**src/sv/eva_pkg.sv**
```systemverilog
// Package for the 64-bit element-wise vector ALU: payload structs, codes,
// configuration view and the commands of the shared arithmetic unit.
// No dependencies; every other file of the block imports it.
`default_nettype none

package eva_pkg;

   localparam int DATA_WIDTH_DEF = 64;
   localparam int CNT_W          = 17;
   localparam int IDX_W          = 16;
   localparam int LEN_W          = 17;
   localparam int CSR_INDEX_W    = 3;
   localparam int CSR_DATA_W     = 64;
   localparam logic [32:0] MAX_VECTOR_LENGTH = 33'd65536;

   typedef enum logic [1:0] {
      OP_ADD = 2'd0,
      OP_SUB = 2'd1,
      OP_MUL = 2'd2,
      OP_DIV = 2'd3
   } eva_op_type;

   typedef enum logic [2:0] {
      STS_OK       = 3'd0,
      STS_LENGTH   = 3'd1,
      STS_RANGE    = 3'd2,
      STS_DIVZERO  = 3'd3,
      STS_OVERFLOW = 3'd4
   } eva_status_type;

   typedef enum logic [CSR_INDEX_W-1:0] {
      REG_OP_SELECT     = 3'd0,
      REG_SCALAR_MODE   = 3'd1,
      REG_SCALAR_VALUE  = 3'd2,
      REG_RANGE_START   = 3'd3,
      REG_RANGE_END     = 3'd4,
      REG_SOURCE_LENGTH = 3'd5,
      REG_SECOND_LENGTH = 3'd6,
      REG_DEST_LENGTH   = 3'd7
   } eva_reg_type;

   typedef enum logic [2:0] {
      CMD_HOLD,
      CMD_LOAD,
      CMD_ADD,
      CMD_SUB,
      CMD_MUL,
      CMD_DIV,
      CMD_FIX
   } eva_cmd_type;

   typedef enum logic [1:0] {
      ST_IDLE,
      ST_RUN,
      ST_FIX,
      ST_DONE
   } eva_state_type;

   typedef struct packed {
      logic signed [63:0] first_value;
      logic signed [63:0] second_value;
      logic               last_in;
   } eva_req_type;

   typedef struct packed {
      logic signed [63:0] result_value;
      logic [IDX_W-1:0]   result_index;
      logic [2:0]         status;
      logic               last_out;
   } eva_rsp_type;

   typedef struct packed {
      eva_op_type       op_select;
      logic             scalar_mode;
      logic [IDX_W-1:0] range_start;
      logic [IDX_W-1:0] range_end;
      logic [LEN_W-1:0] source_length;
      logic [LEN_W-1:0] second_length;
      logic [LEN_W-1:0] dest_length;
   } eva_cfg_type;

   typedef struct packed {
      logic             valid;
      eva_status_type   status;
      logic [IDX_W-1:0] index;
      logic             last;
   } eva_fin_type;

endpackage

`default_nettype wire

```
**src/sv/eva_unit.sv**
```systemverilog
// Shared arithmetic unit: one adder/subtractor with its operand registers,
// stepped by the sequencer for add, subtract, shift-add multiply and
// restoring divide. Depends on eva_pkg.
`default_nettype none

module eva_unit #(
   parameter int DATA_WIDTH = eva_pkg::DATA_WIDTH_DEF
) (
   input  wire logic                    clock,
   input  wire eva_pkg::eva_cmd_type    cmd,
   input  wire logic [DATA_WIDTH-1:0]   load_acc,
   input  wire logic [DATA_WIDTH-1:0]   load_mq,
   input  wire logic [DATA_WIDTH-1:0]   load_opb,
   input  wire logic                    load_neg,
   output logic      [DATA_WIDTH-1:0]   result
);
   import eva_pkg::*;

   logic [DATA_WIDTH-1:0] acc_ff, acc_in;
   logic [DATA_WIDTH-1:0] mq_ff, mq_in;
   logic [DATA_WIDTH-1:0] opb_ff, opb_in;
   logic                  neg_ff, neg_in;

   logic [DATA_WIDTH:0]   add_x, add_y, add_sum;
   logic                  add_sub;

   // Adder operand selection.
   always_comb begin
      add_x   = {1'b0, acc_ff};
      add_y   = {1'b0, opb_ff};
      add_sub = 1'b0;
      case (cmd)
         CMD_SUB: begin
            add_sub = 1'b1;
         end
         CMD_MUL: begin
            add_y = mq_ff[0] ? {1'b0, opb_ff} : '0;
         end
         CMD_DIV: begin
            // Partial remainder shifted left with the next dividend bit.
            add_x   = {acc_ff, mq_ff[DATA_WIDTH-1]};
            add_sub = 1'b1;
         end
         CMD_FIX: begin
            add_x   = '0;
            add_y   = {1'b0, mq_ff};
            add_sub = neg_ff;
         end
         default: begin
         end
      endcase
   end

   assign add_sum = add_x + (add_sub ? ~add_y : add_y) + (DATA_WIDTH+1)'(add_sub);

   always_comb begin
      acc_in = acc_ff;
      mq_in  = mq_ff;
      opb_in = opb_ff;
      neg_in = neg_ff;
      case (cmd)
         CMD_LOAD: begin
            acc_in = load_acc;
            mq_in  = load_mq;
            opb_in = load_opb;
            neg_in = load_neg;
         end
         CMD_ADD, CMD_SUB, CMD_FIX: begin
            acc_in = add_sum[DATA_WIDTH-1:0];
         end
         CMD_MUL: begin
            acc_in = add_sum[DATA_WIDTH-1:0];
            opb_in = opb_ff << 1;
            mq_in  = mq_ff >> 1;
         end
         CMD_DIV: begin
            // A set top bit means the trial subtraction borrowed: keep the
            // shifted remainder and shift in a zero quotient bit.
            acc_in = add_sum[DATA_WIDTH] ? add_x[DATA_WIDTH-1:0]
                                         : add_sum[DATA_WIDTH-1:0];
            mq_in  = {mq_ff[DATA_WIDTH-2:0], ~add_sum[DATA_WIDTH]};
         end
         default: begin
         end
      endcase
   end

   always_ff @(posedge clock) begin
      acc_ff <= acc_in;
      mq_ff  <= mq_in;
      opb_ff <= opb_in;
      neg_ff <= neg_in;
   end

   assign result = acc_ff;

endmodule

`default_nettype wire

```
**src/sv/eva_seq.sv**
```systemverilog
// Sequencer: range and length checks, element counter, step counter and the
// state machine that drives the shared arithmetic unit. Depends on eva_pkg.
`default_nettype none

module eva_seq #(
   parameter int DATA_WIDTH = eva_pkg::DATA_WIDTH_DEF
) (
   input  wire logic                 clock,
   input  wire logic                 reset,
   input  wire eva_pkg::eva_cfg_type cfg,
   input  wire logic                 req_valid,
   input  wire logic                 req_last,
   input  wire logic                 div_zero,
   input  wire logic                 overflow,
   input  wire logic                 out_free,
   output logic                      req_stall,
   output eva_pkg::eva_cmd_type      cmd,
   output eva_pkg::eva_fin_type      fin
);
   import eva_pkg::*;

   localparam int SW = $clog2(DATA_WIDTH + 1);

   eva_state_type    state_ff, state_in;
   logic [SW-1:0]    step_ff, step_in;
   logic [CNT_W-1:0] count_ff, count_in;
   eva_status_type   status_ff, status_in;
   logic [IDX_W-1:0] idx_ff, idx_in;
   logic             last_ff, last_in;

   logic [IDX_W-1:0] idx_cur;
   logic             len_err, range_err, last_cur;
   eva_status_type   status_chk;

   assign idx_cur  = cfg.range_start + count_ff[IDX_W-1:0];
   assign last_cur = req_last || (idx_cur == cfg.range_end);

   assign len_err = (cfg.source_length != cfg.dest_length) ||
                    (!cfg.scalar_mode && (cfg.source_length != cfg.second_length));
   assign range_err = ({1'b0, cfg.range_end} >= cfg.source_length) ||
                      (33'(cfg.source_length) > MAX_VECTOR_LENGTH) ||
                      (cfg.range_start > cfg.range_end) ||
                      (idx_cur > cfg.range_end);

   always_comb begin
      if (len_err) begin
         status_chk = STS_LENGTH;
      end else if (range_err) begin
         status_chk = STS_RANGE;
      end else if ((cfg.op_select == OP_DIV) && div_zero) begin
         status_chk = STS_DIVZERO;
      end else if ((cfg.op_select == OP_DIV) && overflow) begin
         status_chk = STS_OVERFLOW;
      end else begin
         status_chk = STS_OK;
      end
   end

   always_comb begin
      state_in     = state_ff;
      step_in      = step_ff;
      count_in     = count_ff;
      status_in    = status_ff;
      idx_in       = idx_ff;
      last_in      = last_ff;
      cmd          = CMD_HOLD;
      fin.valid    = 1'b0;
      fin.status   = status_ff;
      fin.index    = idx_ff;
      fin.last     = last_ff;
      case (state_ff)
         ST_IDLE: begin
            if (req_valid) begin
               cmd       = CMD_LOAD;
               status_in = status_chk;
               idx_in    = idx_cur;
               last_in   = last_cur;
               count_in  = last_cur ? '0 : count_ff + CNT_W'(1);
               if (status_chk != STS_OK) begin
                  // Errors and the overflow case need no arithmetic.
                  state_in = ST_DONE;
               end else begin
                  state_in = ST_RUN;
                  if ((cfg.op_select == OP_ADD) || (cfg.op_select == OP_SUB)) begin
                     step_in = SW'(1);
                  end else begin
                     step_in = SW'(DATA_WIDTH);
                  end
               end
            end
         end
         ST_RUN: begin
            case (cfg.op_select)
               OP_ADD:  cmd = CMD_ADD;
               OP_SUB:  cmd = CMD_SUB;
               OP_MUL:  cmd = CMD_MUL;
               OP_DIV:  cmd = CMD_DIV;
               default: cmd = CMD_HOLD;
            endcase
            step_in = step_ff - SW'(1);
            if (step_ff == SW'(1)) begin
               state_in = (cfg.op_select == OP_DIV) ? ST_FIX : ST_DONE;
            end
         end
         ST_FIX: begin
            // Apply the quotient sign.
            cmd      = CMD_FIX;
            state_in = ST_DONE;
         end
         ST_DONE: begin
            if (out_free) begin
               fin.valid = 1'b1;
               state_in  = ST_IDLE;
            end
         end
         default: begin
            state_in = ST_IDLE;
         end
      endcase
   end

   always_ff @(posedge clock) begin
      if (reset) begin
         state_ff <= ST_IDLE;
         step_ff  <= '0;
         count_ff <= '0;
      end else begin
         state_ff <= state_in;
         step_ff  <= step_in;
         count_ff <= count_in;
      end
   end

   always_ff @(posedge clock) begin
      status_ff <= status_in;
      idx_ff    <= idx_in;
      last_ff   <= last_in;
   end

   assign req_stall = (state_ff != ST_IDLE);

endmodule

`default_nettype wire

```
**src/sv/int64_vector_elementwise_alu.sv**
```systemverilog
// Top level of the 64-bit element-wise vector ALU: configuration registers,
// operand preparation and the result register. Uses eva_pkg, eva_seq, eva_unit.
//
// Usage: write the configuration registers through the csr_ port while the
// block is idle, then send the elements of the range in order on the req_
// channel (valid/stall). Each element gives one result on the rsp_ channel
// with its destination index, a status code and a last flag; the element
// counter returns to zero after a result flagged last.
// One element is worked on at a time and req_stall is high until its result
// has moved into the output register. A length, range, divide-by-zero or
// overflow result needs no arithmetic; add and subtract take one adder
// step, multiply one shift-add per bit and divide one restoring step per
// bit and a sign fix, all through the one shared adder. The next element
// can be taken once the result has entered the output register.
// While the receiver stalls, the result stays in the output register; a
// finished element waits in the sequencer until that register is free.
// Reset (synchronous) clears all configuration registers, the element
// counter, the sequencer and rsp_valid.
`default_nettype none

module int64_vector_elementwise_alu #(
   parameter int DATA_WIDTH = eva_pkg::DATA_WIDTH_DEF
) (
   input  wire logic                                clock,
   input  wire logic                                reset,
   input  wire logic                                req_valid,
   output logic                                     req_stall,
   input  wire eva_pkg::eva_req_type                req_data,
   output logic                                     rsp_valid,
   input  wire logic                                rsp_stall,
   output eva_pkg::eva_rsp_type                     rsp_data,
   input  wire logic                                csr_we,
   input  wire logic [eva_pkg::CSR_INDEX_W-1:0]     csr_index,
   input  wire logic [eva_pkg::CSR_DATA_W-1:0]      csr_wdata
);
   import eva_pkg::*;

   localparam logic [DATA_WIDTH-1:0] MIN_W = {1'b1, {(DATA_WIDTH-1){1'b0}}};

   eva_op_type       op_select_ff;
   logic             scalar_mode_ff;
   logic [63:0]      scalar_value_ff;
   logic [IDX_W-1:0] range_start_ff, range_end_ff;
   logic [LEN_W-1:0] source_length_ff, second_length_ff, dest_length_ff;

   eva_cfg_type           cfg;
   eva_cmd_type           cmd;
   eva_fin_type           fin;
   logic                  out_free;

   logic [63:0]           b_src;
   logic [DATA_WIDTH-1:0] a_w, b_w, a_mag, b_mag, unit_result;
   logic [DATA_WIDTH-1:0] load_acc, load_mq, load_opb;
   logic                  div_zero, overflow;

   logic                  rsp_valid_ff, rsp_valid_in;
   eva_rsp_type           rsp_data_ff, rsp_data_in;

   always_ff @(posedge clock) begin
      if (reset) begin
         op_select_ff     <= OP_ADD;
         scalar_mode_ff   <= 1'b0;
         scalar_value_ff  <= '0;
         range_start_ff   <= '0;
         range_end_ff     <= '0;
         source_length_ff <= '0;
         second_length_ff <= '0;
         dest_length_ff   <= '0;
      end else if (csr_we) begin
         case (eva_reg_type'(csr_index))
            REG_OP_SELECT:     op_select_ff     <= eva_op_type'(csr_wdata[1:0]);
            REG_SCALAR_MODE:   scalar_mode_ff   <= csr_wdata[0];
            REG_SCALAR_VALUE:  scalar_value_ff  <= csr_wdata;
            REG_RANGE_START:   range_start_ff   <= csr_wdata[IDX_W-1:0];
            REG_RANGE_END:     range_end_ff     <= csr_wdata[IDX_W-1:0];
            REG_SOURCE_LENGTH: source_length_ff <= csr_wdata[LEN_W-1:0];
            REG_SECOND_LENGTH: second_length_ff <= csr_wdata[LEN_W-1:0];
            REG_DEST_LENGTH:   dest_length_ff   <= csr_wdata[LEN_W-1:0];
            default: begin
            end
         endcase
      end
   end

   always_comb begin
      cfg.op_select     = op_select_ff;
      cfg.scalar_mode   = scalar_mode_ff;
      cfg.range_start   = range_start_ff;
      cfg.range_end     = range_end_ff;
      cfg.source_length = source_length_ff;
      cfg.second_length = second_length_ff;
      cfg.dest_length   = dest_length_ff;
   end

   // Operands are the low DATA_WIDTH bits, read as two's complement.
   assign b_src    = scalar_mode_ff ? scalar_value_ff : req_data.second_value;
   assign a_w      = req_data.first_value[DATA_WIDTH-1:0];
   assign b_w      = b_src[DATA_WIDTH-1:0];
   assign a_mag    = a_w[DATA_WIDTH-1] ? (~a_w + DATA_WIDTH'(1)) : a_w;
   assign b_mag    = b_w[DATA_WIDTH-1] ? (~b_w + DATA_WIDTH'(1)) : b_w;
   assign div_zero = (b_w == '0);
   assign overflow = (a_w == MIN_W) && (b_w == '1);

   always_comb begin
      load_acc = '0;
      load_mq  = b_w;
      load_opb = b_w;
      case (op_select_ff)
         OP_ADD, OP_SUB: begin
            load_acc = a_w;
         end
         OP_MUL: begin
            load_opb = a_w;
         end
         OP_DIV: begin
            load_mq  = a_mag;
            load_opb = b_mag;
         end
         default: begin
         end
      endcase
   end

   eva_seq #(
      .DATA_WIDTH (DATA_WIDTH)
   ) u_seq (
      .clock     (clock),
      .reset     (reset),
      .cfg       (cfg),
      .req_valid (req_valid),
      .req_last  (req_data.last_in),
      .div_zero  (div_zero),
      .overflow  (overflow),
      .out_free  (out_free),
      .req_stall (req_stall),
      .cmd       (cmd),
      .fin       (fin)
   );

   eva_unit #(
      .DATA_WIDTH (DATA_WIDTH)
   ) u_unit (
      .clock    (clock),
      .cmd      (cmd),
      .load_acc (load_acc),
      .load_mq  (load_mq),
      .load_opb (load_opb),
      .load_neg (a_w[DATA_WIDTH-1] ^ b_w[DATA_WIDTH-1]),
      .result   (unit_result)
   );

   assign out_free = !rsp_valid_ff || !rsp_stall;

   always_comb begin
      rsp_valid_in = rsp_valid_ff && rsp_stall;
      rsp_data_in  = rsp_data_ff;
      if (fin.valid) begin
         rsp_valid_in              = 1'b1;
         rsp_data_in.result_index  = fin.index;
         rsp_data_in.status        = fin.status;
         rsp_data_in.last_out      = fin.last;
         case (fin.status)
            STS_OK:       rsp_data_in.result_value = 64'(signed'(unit_result));
            STS_OVERFLOW: rsp_data_in.result_value = 64'(signed'(MIN_W));
            default:      rsp_data_in.result_value = '0;
         endcase
      end
   end

   always_ff @(posedge clock) begin
      if (reset) begin
         rsp_valid_ff <= 1'b0;
      end else begin
         rsp_valid_ff <= rsp_valid_in;
      end
   end

   always_ff @(posedge clock) begin
      rsp_data_ff <= rsp_data_in;
   end

   assign rsp_valid = rsp_valid_ff;
   assign rsp_data  = rsp_data_ff;

endmodule

`default_nettype wire

```
**config.mk**
```make
export PLATFORM = sky130hd
export DESIGN_NAME = int64_vector_elementwise_alu
export DESIGN_NICKNAME = d
export VERILOG_FILES = /design/src/sv/eva_pkg.sv /design/src/sv/eva_unit.sv /design/src/sv/eva_seq.sv /design/src/sv/int64_vector_elementwise_alu.sv
export SDC_FILE = /design/constraint.sdc
export NUM_CORES = 1
export LEC_CHECK = 0
export BUFFER_PORTS_ARGS = -buffer_cell sky130_fd_sc_hd__buf_2
export CAP_MARGIN = 20
export CORE_ASPECT_RATIO = 1.1
export CORE_MARGIN = 2
export CORE_UTILIZATION = 55
export CTS_BUF_LIST = sky130_fd_sc_hd__clkbuf_8
export CTS_CLUSTER_SIZE = 10
export DETAILED_ROUTE_END_ITERATION = 6
export GPL_TIMING_DRIVEN = 0
export PLACE_DENSITY_LB_ADDON = 0.08
export SLEW_MARGIN = 10
export SYNTH_ARGS = -nofsm -noshare
export SYNTH_HDL_FRONTEND = slang
export SYNTH_SLANG_ARGS = --single-unit
```
**constraint.sdc**
```tcl
create_clock -name clock -period 10.4 [get_ports clock]
set_input_delay 1.56 -clock clock [delete_from_list [all_inputs] [get_ports clock]]
set_output_delay 1.56 -clock clock [all_outputs]
set_load 0.02 [all_outputs]
```
## Yosys cells after proc, flatten, opt, wreduce, memory -nomap -nowiden

Cells that the tools add are included.

- Bits in registers: 474
- Input bits: 201
- Word-level logic and storage cells: 146

- Add/sub/neg operators: 7
- $lt $le $gt $ge: 4
- Equal/unequal tests: 30
- Muxes and demuxes: 37
- Bitwise gates (word level): 5
- Reduce and logical (&&, ||, !) cells: 40

Operator list:

| kind | count |
|---|---|
| $mux W64 | 7 |
| $pmux W64 S2 | 3 |
| $pmux W64 S3 | 2 |
| $pmux W65 S2 | 2 |
| $add A64 B1 Y64 const B | 2 |
| $eq A64 B64 Y1 const B | 2 |
| $not A64 Y64 | 2 |
| $add A65 B1 Y65 | 1 |
| $add A65 B65 Y65 | 1 |
| $mux W65 | 1 |
| $not A65 Y65 | 1 |
| $logic_not A64 Y1 | 1 |
| $ne A17 B17 Y1 | 2 |
| $gt A16 B16 Y1 | 2 |
| $eq A3 B3 Y1 const B | 8 |
| $mux W7 | 3 |
| $reduce_and A2 Y1 | 9 |
| $add A17 B1 Y17 const B | 1 |
| $ge A16 B17 Y1 | 1 |
| $gt A17 B17 Y1 const B | 1 |
| $mux W17 | 1 |
| $add A16 B16 Y16 | 1 |
| $eq A16 B16 Y1 | 1 |
| $pmux W7 S2 | 1 |
| other kinds (27) | 67 |

## Logic depth before layout (Yosys ltp)

- Word-level depth: 12
- Depth in mapped cells: 24
- Depth with buffers taken out: 24

## Modules after synthesis

A second synthesis with hierarchy kept.

- Cell total of the unflattened synthesis: 3,865
- Area, all modules: 34,166.5 µm²

By module, submodules not included:

| module | instances | cells an instance | area an instance (µm²) |
|---|---|---|---|
| int64_vector_elementwise_alu | 1 | 1,909 | 15,238.4 |
| eva_unit | 1 | 1,461 | 14,700.3 |
| eva_seq | 1 | 495 | 4,227.8 |

## Worst setup path after synthesis

No wires, ideal clock.

- Path kind: input-to-reg
- Start point: input port req_valid
- End point: register u_unit.acc_ff[10] (netlist: u_unit.result[10]) (data pin)
- Arrival: 5,917 ps
- Required time: 10,133 ps
- Setup slack: 4,216 ps
- Stages on the path: 20
- Cells stage by stage: a22o_1 > nand2_1 > nand3_1 > o21ai_0 > buf_1 > clkbuf_1 > xnor2_1 > ha_1 > a21o_1 > a221oi_1 > nor4_1 > o221a_2 > o21ai_0 > o21ai_0 > o41a_1 > a211oi_1 > o21a_1 > buf_2 > clkbuf_1 > o21ai_0

- Longest elaborated chain between the ends: 10

Ends and longest elaborated chain:

| element | line | source |
|---|---|---|
| from (decl) | int64_vector_elementwise_alu.sv:26 | `input wire logic req_valid,` |
| $mux W1 (*) | eva_seq.sv:73 | `if (req_valid) begin` |
| $pmux W3 S3 (*) | eva_seq.sv:71 | `case (state_ff)` |
| $eq A3 B2 Y1 / $eq A3 B3 Y1 (equally long branches) | eva_unit.sv:32, eva_unit.sv:61 |  |
| $reduce_or A2 Y1 (no line) / $pmux W65 S2 (equally long branches) | - |  |
| $pmux W1 S2 / $not A65 Y65 (equally long branches) | eva_unit.sv:32, eva_unit.sv:54 |  |
| $mux W65 | eva_unit.sv:54 | `assign add_sum = add_x + (add_sub ? ~add_y : add_y) + (DATA_WIDTH+1)'(add_sub);` |
| $add A65 B65 Y65 | eva_unit.sv:54 |  |
| $add A65 B1 Y65 | eva_unit.sv:54 |  |
| $mux W64 | eva_unit.sv:79 | `acc_in = add_sum[DATA_WIDTH] ? add_x[DATA_WIDTH-1:0]` |
| $pmux W64 S3 (*) | eva_unit.sv:61 | `case (cmd)` |
| via u_unit.acc_in[10] | eva_unit.sv:19 | `logic [DATA_WIDTH-1:0] acc_ff, acc_in;` |
| to (signal assigned) | eva_unit.sv:89 | `acc_ff <= acc_in;` |
| to (decl) | eva_unit.sv:19 |  |

Mark *: on every way through the listed nets, which the timed path passes. The rest lies on a longest branch.
A chain may end at the register's enable or synchronous reset.

## Worst setup path in the final report

- Start point: input port req_valid
- End point: register u_unit.acc_ff[6] (netlist: u_unit.result[6]) (data pin)

Same word-level chain as after synthesis.

==> results list <==
* TNS Setup: 0 ns
- Worst hold-check path type: reg2reg
* Iteration-0 DRC count of the detailed router: 4609
- Highest clock frequency the design can meet: 0.1161 GHz
- Measured against its own limit, the worst slew margin works out to 0.1984.
* Crit start category: input port
- The initial antenna violation count came to 7.
- Share of synthesized area occupied by flip-flops and latches: 0.3816
- Number of synthesized register bits: 473
- Nets in the synthesized netlist: 4209
- Ratio of cells with drive above 1 in the final layout: 0.1176
- Clock Path Buffers: 3
- For the worst setup path, the data arrival time is 9.01 ns.
- Routability-driven placement finished with a final weighted congestion of 1.037.
* Slew of the pin with the lowest slew margin: 1.202 ns
* Average wire per standard cell: 26.91 um
* Residual DRC: 29
* Total GRT Usage: 0.4308
- Worst Setup Path Type: in2reg
- R2R Setup Slk: 1.80 ns
* Initial standard-cell utilization of the core: 0.5560
* Status: complete, but fails checks
- Width of the chip: 236.2 um
* DRT Wirelength: 136600 um
- Maximum fanout along the worst path: 10
- Endpoint of the most critical setup path: u_unit.result[6]
- VDD sags by at most 0.1551 mV.
- The floorplan has 93 rows.
- Sum of overflow across all layers after global routing: 0
* Clock sinks: 473
- Number of warnings reported in the yosys synthesis log: 0
* CTS HTree Levels: 3
* Global-route wire length before repair: 195700 um
* Number of instances resized during post-cts repair: 0
- For the worst-skew pair, the clock arrives at the later sink with an insertion delay of 0.73 ns.
* Post-Synthesis Cell Area: 0.03261 mm2
- STA classifies the critical path endpoint as a flip-flop.
* Clock buffers created by TritonCTS: 81
- Violations in the final reports: design-rule violations
- Vias in the first global route: 30650
- Total power draw: 10.62 mW
- Synthesized area per cell: 8.426 um2
* Most used cells in the layout excluding fill and tap cells: 647 x sky130_fd_sc_hd__nand2_1, 377 x sky130_fd_sc_hd__a21oi_1, 328 x sky130_fd_sc_hd__o21ai_0, 297 x sky130_fd_sc_hd__edfxtp_1, 292 x sky130_fd_sc_hd__buf_2
- After technology mapping, the gate count stands at 3870.
- The routed design could run at a clock period as short as 8.613 ns.
- Relative to the synthesized area, the layout overhead comes to 13.08%.
- Hold Violations, Final: 0
- 287 I/O pins were placed.
- Setup violations remaining at the end of the flow were counted as 0.
- The endpoint identified for the worst register-to-register timing path is u_unit.result[6].
- Reg-to-Reg Start: u_seq.state_ff[1]
- Tracing the worst setup path back leads to its startpoint at req_valid.
- In the synthesized netlist the async set-or-reset flop fraction comes to 0.
* Die Y-Extent: 259.4 um
* Power density over the cells: 287.9 mW/mm2
* Setup repair after global routing missed its margin: false
* Setup fix buffers added after clock tree synthesis: 0
- The max-slew violation count was 0.
* Number of vias after detailed routing: 33410
- TritonCTS clock tree: built
- In this run, synthesis inferred 297 flip-flops with an integrated enable.
- At the end of the flow, the number of nets in the layout was 4582.
- The core region is 0.05865 mm2.
- Distinct cells, synth: 91
- Once detailed placement completed, the half-perimeter wirelength came to 108300 um.
- Of the available clock period, the critical path in the final layout requires 0.8282.
- Pin count of the biggest net entering global routing: 61
- Final worst clock skew: 0.05194 ns
* Clock transition at the registers of the reported paths: 0.06 ns
- The die covers 0.06125 mm2.
- Number of optimization iterations in the first detailed-route pass: 7
- Port bufs: 281
* Commonest register cell after synthesis: sky130_fd_sc_hd__edfxtp_1
- Cell at the root of the clock tree: sky130_fd_sc_hd__clkbuf_8
* Cts hold-fix bufs: 0
- Number of max-cap violations: 0
- R2R depth: 21
- P_leak: 13.70 nW
- The detail route stage leaves a number of antenna-violating nets equal to 0.
* Endpoint required time on the critical path: 10.80 ns
- Via density: 6.583
- The library cell used most frequently in the layout, excluding fill and tap cells, is sky130_fd_sc_hd__nand2_1.
-- how the worst min path moves through the flow --
stage                                start            to  slack, ns  cells past startpoint
after floorplan              u_seq.last_ff   rsp_data[0]       0.40                      0
after CTS                  u_seq.idx_ff[3]   rsp_data[7]       0.42                      0
after global routing       u_seq.idx_ff[3]   rsp_data[7]       0.42                      0
final                      u_seq.idx_ff[3]   rsp_data[7]       0.42                      0
after detailed placement  u_seq.idx_ff[12]  rsp_data[16]       0.40                      0
after global placement     u_seq.idx_ff[0]   rsp_data[4]       0.40                      0
-- flip-flops by register name (all words and copies together), names as in the netlist, 2 cells and up --
| signal | flops |
|---|---|
| source_length_ff | 17 |
| second_length_ff | 17 |
| u_unit.result | 64 |
| dest_length_ff | 17 |
| scalar_value_ff | 64 |
| u_seq.count_ff | 16 |
| u_unit.opb_ff | 64 |
| u_unit.mq_ff | 64 |
| range_end_ff | 16 |
| rsp_data | 84 |
| u_seq.state_ff | 2 |
| u_seq.step_ff | 7 |
| range_start_ff | 16 |
| op_select_ff | 2 |
| u_seq.status_ff | 3 |
| u_seq.idx_ff | 16 |
-- layer usage --
metal,wire (um),GRT usage,part of all wire
met5,15,0,0.00011
met2,57890,0.6488,0.42
met3,17650,0.1187,0.13
met4,8422,0.2352,0.062
met1,52610,0.5633,0.39
-- worst max-delay path, stage by stage --
cell	delay (ns)
sky130_fd_sc_hd__buf_2	0.13
sky130_fd_sc_hd__a22o_1	0.19
sky130_fd_sc_hd__nand2_1	0.19
sky130_fd_sc_hd__clkbuf_1	0.40
sky130_fd_sc_hd__nor2_1	0.37
sky130_fd_sc_hd__clkbuf_1	0.70
sky130_fd_sc_hd__buf_1	0.76
sky130_fd_sc_hd__nand2_1	0.12
sky130_fd_sc_hd__nand2_1	0.09
sky130_fd_sc_hd__ha_1	0.28
sky130_fd_sc_hd__a21o_1	0.20
sky130_fd_sc_hd__a221oi_1	0.42
sky130_fd_sc_hd__nor4_1	0.18
sky130_fd_sc_hd__o221a_2	0.31
sky130_fd_sc_hd__o21ai_0	0.56
sky130_fd_sc_hd__o21ai_0	0.38
sky130_fd_sc_hd__a221oi_1	0.91
sky130_fd_sc_hd__a21oi_2	0.45
sky130_fd_sc_hd__clkbuf_1	0.39
sky130_fd_sc_hd__a22oi_1	0.24
sky130_fd_sc_hd__o21ai_0	0.13
-- area by class of cell --
cell class	instances	area, um2
clock buffers	91	1252
inverters	97	364.1
fillers	5306	21770
well taps	760	950.9
flip-flops and latches	473	12440
repair buffers	290	1564
clock inverters	59	441.7
diodes	5	12.51
plain buffers	252	1010
multi-input cells	3048	18840
-- Yosys cell counts, drive strengths merged (7+ instances only) --
master,instances,area [um2]
nand2,647,2429
a21oi,380,1902
o21ai,333,1667
edfxtp,297,8919
clkbuf,214,803.3
nor2,181,691.9
dfxtp,176,3523
xnor2,160,1401
a22oi,158,1200
ha,136,1702
nand3,117,585.6
inv,96,360.3
xor2,83,727.0
a21o,80,600.6
and2,75,469.2
nor3,68,351.6
nand4,58,377.9
a221oi,40,350.3
mux2i,40,400.4
buf,38,206.4
mux2,37,416.7
o31ai,33,275.3
nor2b,26,162.7
or3,26,162.7
a211oi,25,187.7
and3,24,150.1
nor4,24,156.4
o211ai,23,172.7
o21bai,23,172.7
a31oi,21,131.4
o21a,21,157.7
nor3b,17,127.6
or4,16,127.6
o41ai,15,131.4
nand2b,14,95.09
o2bb2ai,11,96.34
o22ai,10,62.56
or2,10,62.56
o2111ai,9,78.83
a41oi,7,61.31
o221ai,7,61.31
-- where the power goes --
| group | internal, mW | switching (mW) |
|---|---|---|
| registers | 2.58 | 0.341 |
| clock network | 0.944 | 0.866 |
| logic | 2.13 | 3.75 |
-- cell families after synthesis --
| kind of cell | Yosys count | synth area share |
|---|---|---|
| AO/OA/AOI/OAI | 1261 | 0.2425 |
| XOR/XNOR | 243 | 0.06527 |
| adder cells (fa/ha/maj) | 138 | 0.05341 |
| flip-flops | 473 | 0.3816 |
| multiplexers | 77 | 0.02506 |
| buffers and inverters | 349 | 0.04213 |
| AND/OR/NAND/NOR | 1329 | 0.1901 |
-- stage by stage --
step / setup slack [ns] / instances / cell area (um2) / utilization / hold WS, ns
2_1_floorplan: 4.216 / 3870 / 32610 / - / 0.4003
3_3_place_gp: 1.121 / 4911 / 34960 / 0.5962 / 0.4012
3_5_place_dp: 1.352 / 4919 / 35160 / 0.5995 / 0.4045
4_1_cts: 2.047 / 5069 / 36860 / 0.6284 / 0.4169
5_1_grt: 1.694 / 5073 / 36870 / 0.6286 / 0.4182
6_report: 1.787 / 5075 / 36870 / 0.6287 / 0.4172
(Power assumes the default switching activity.)
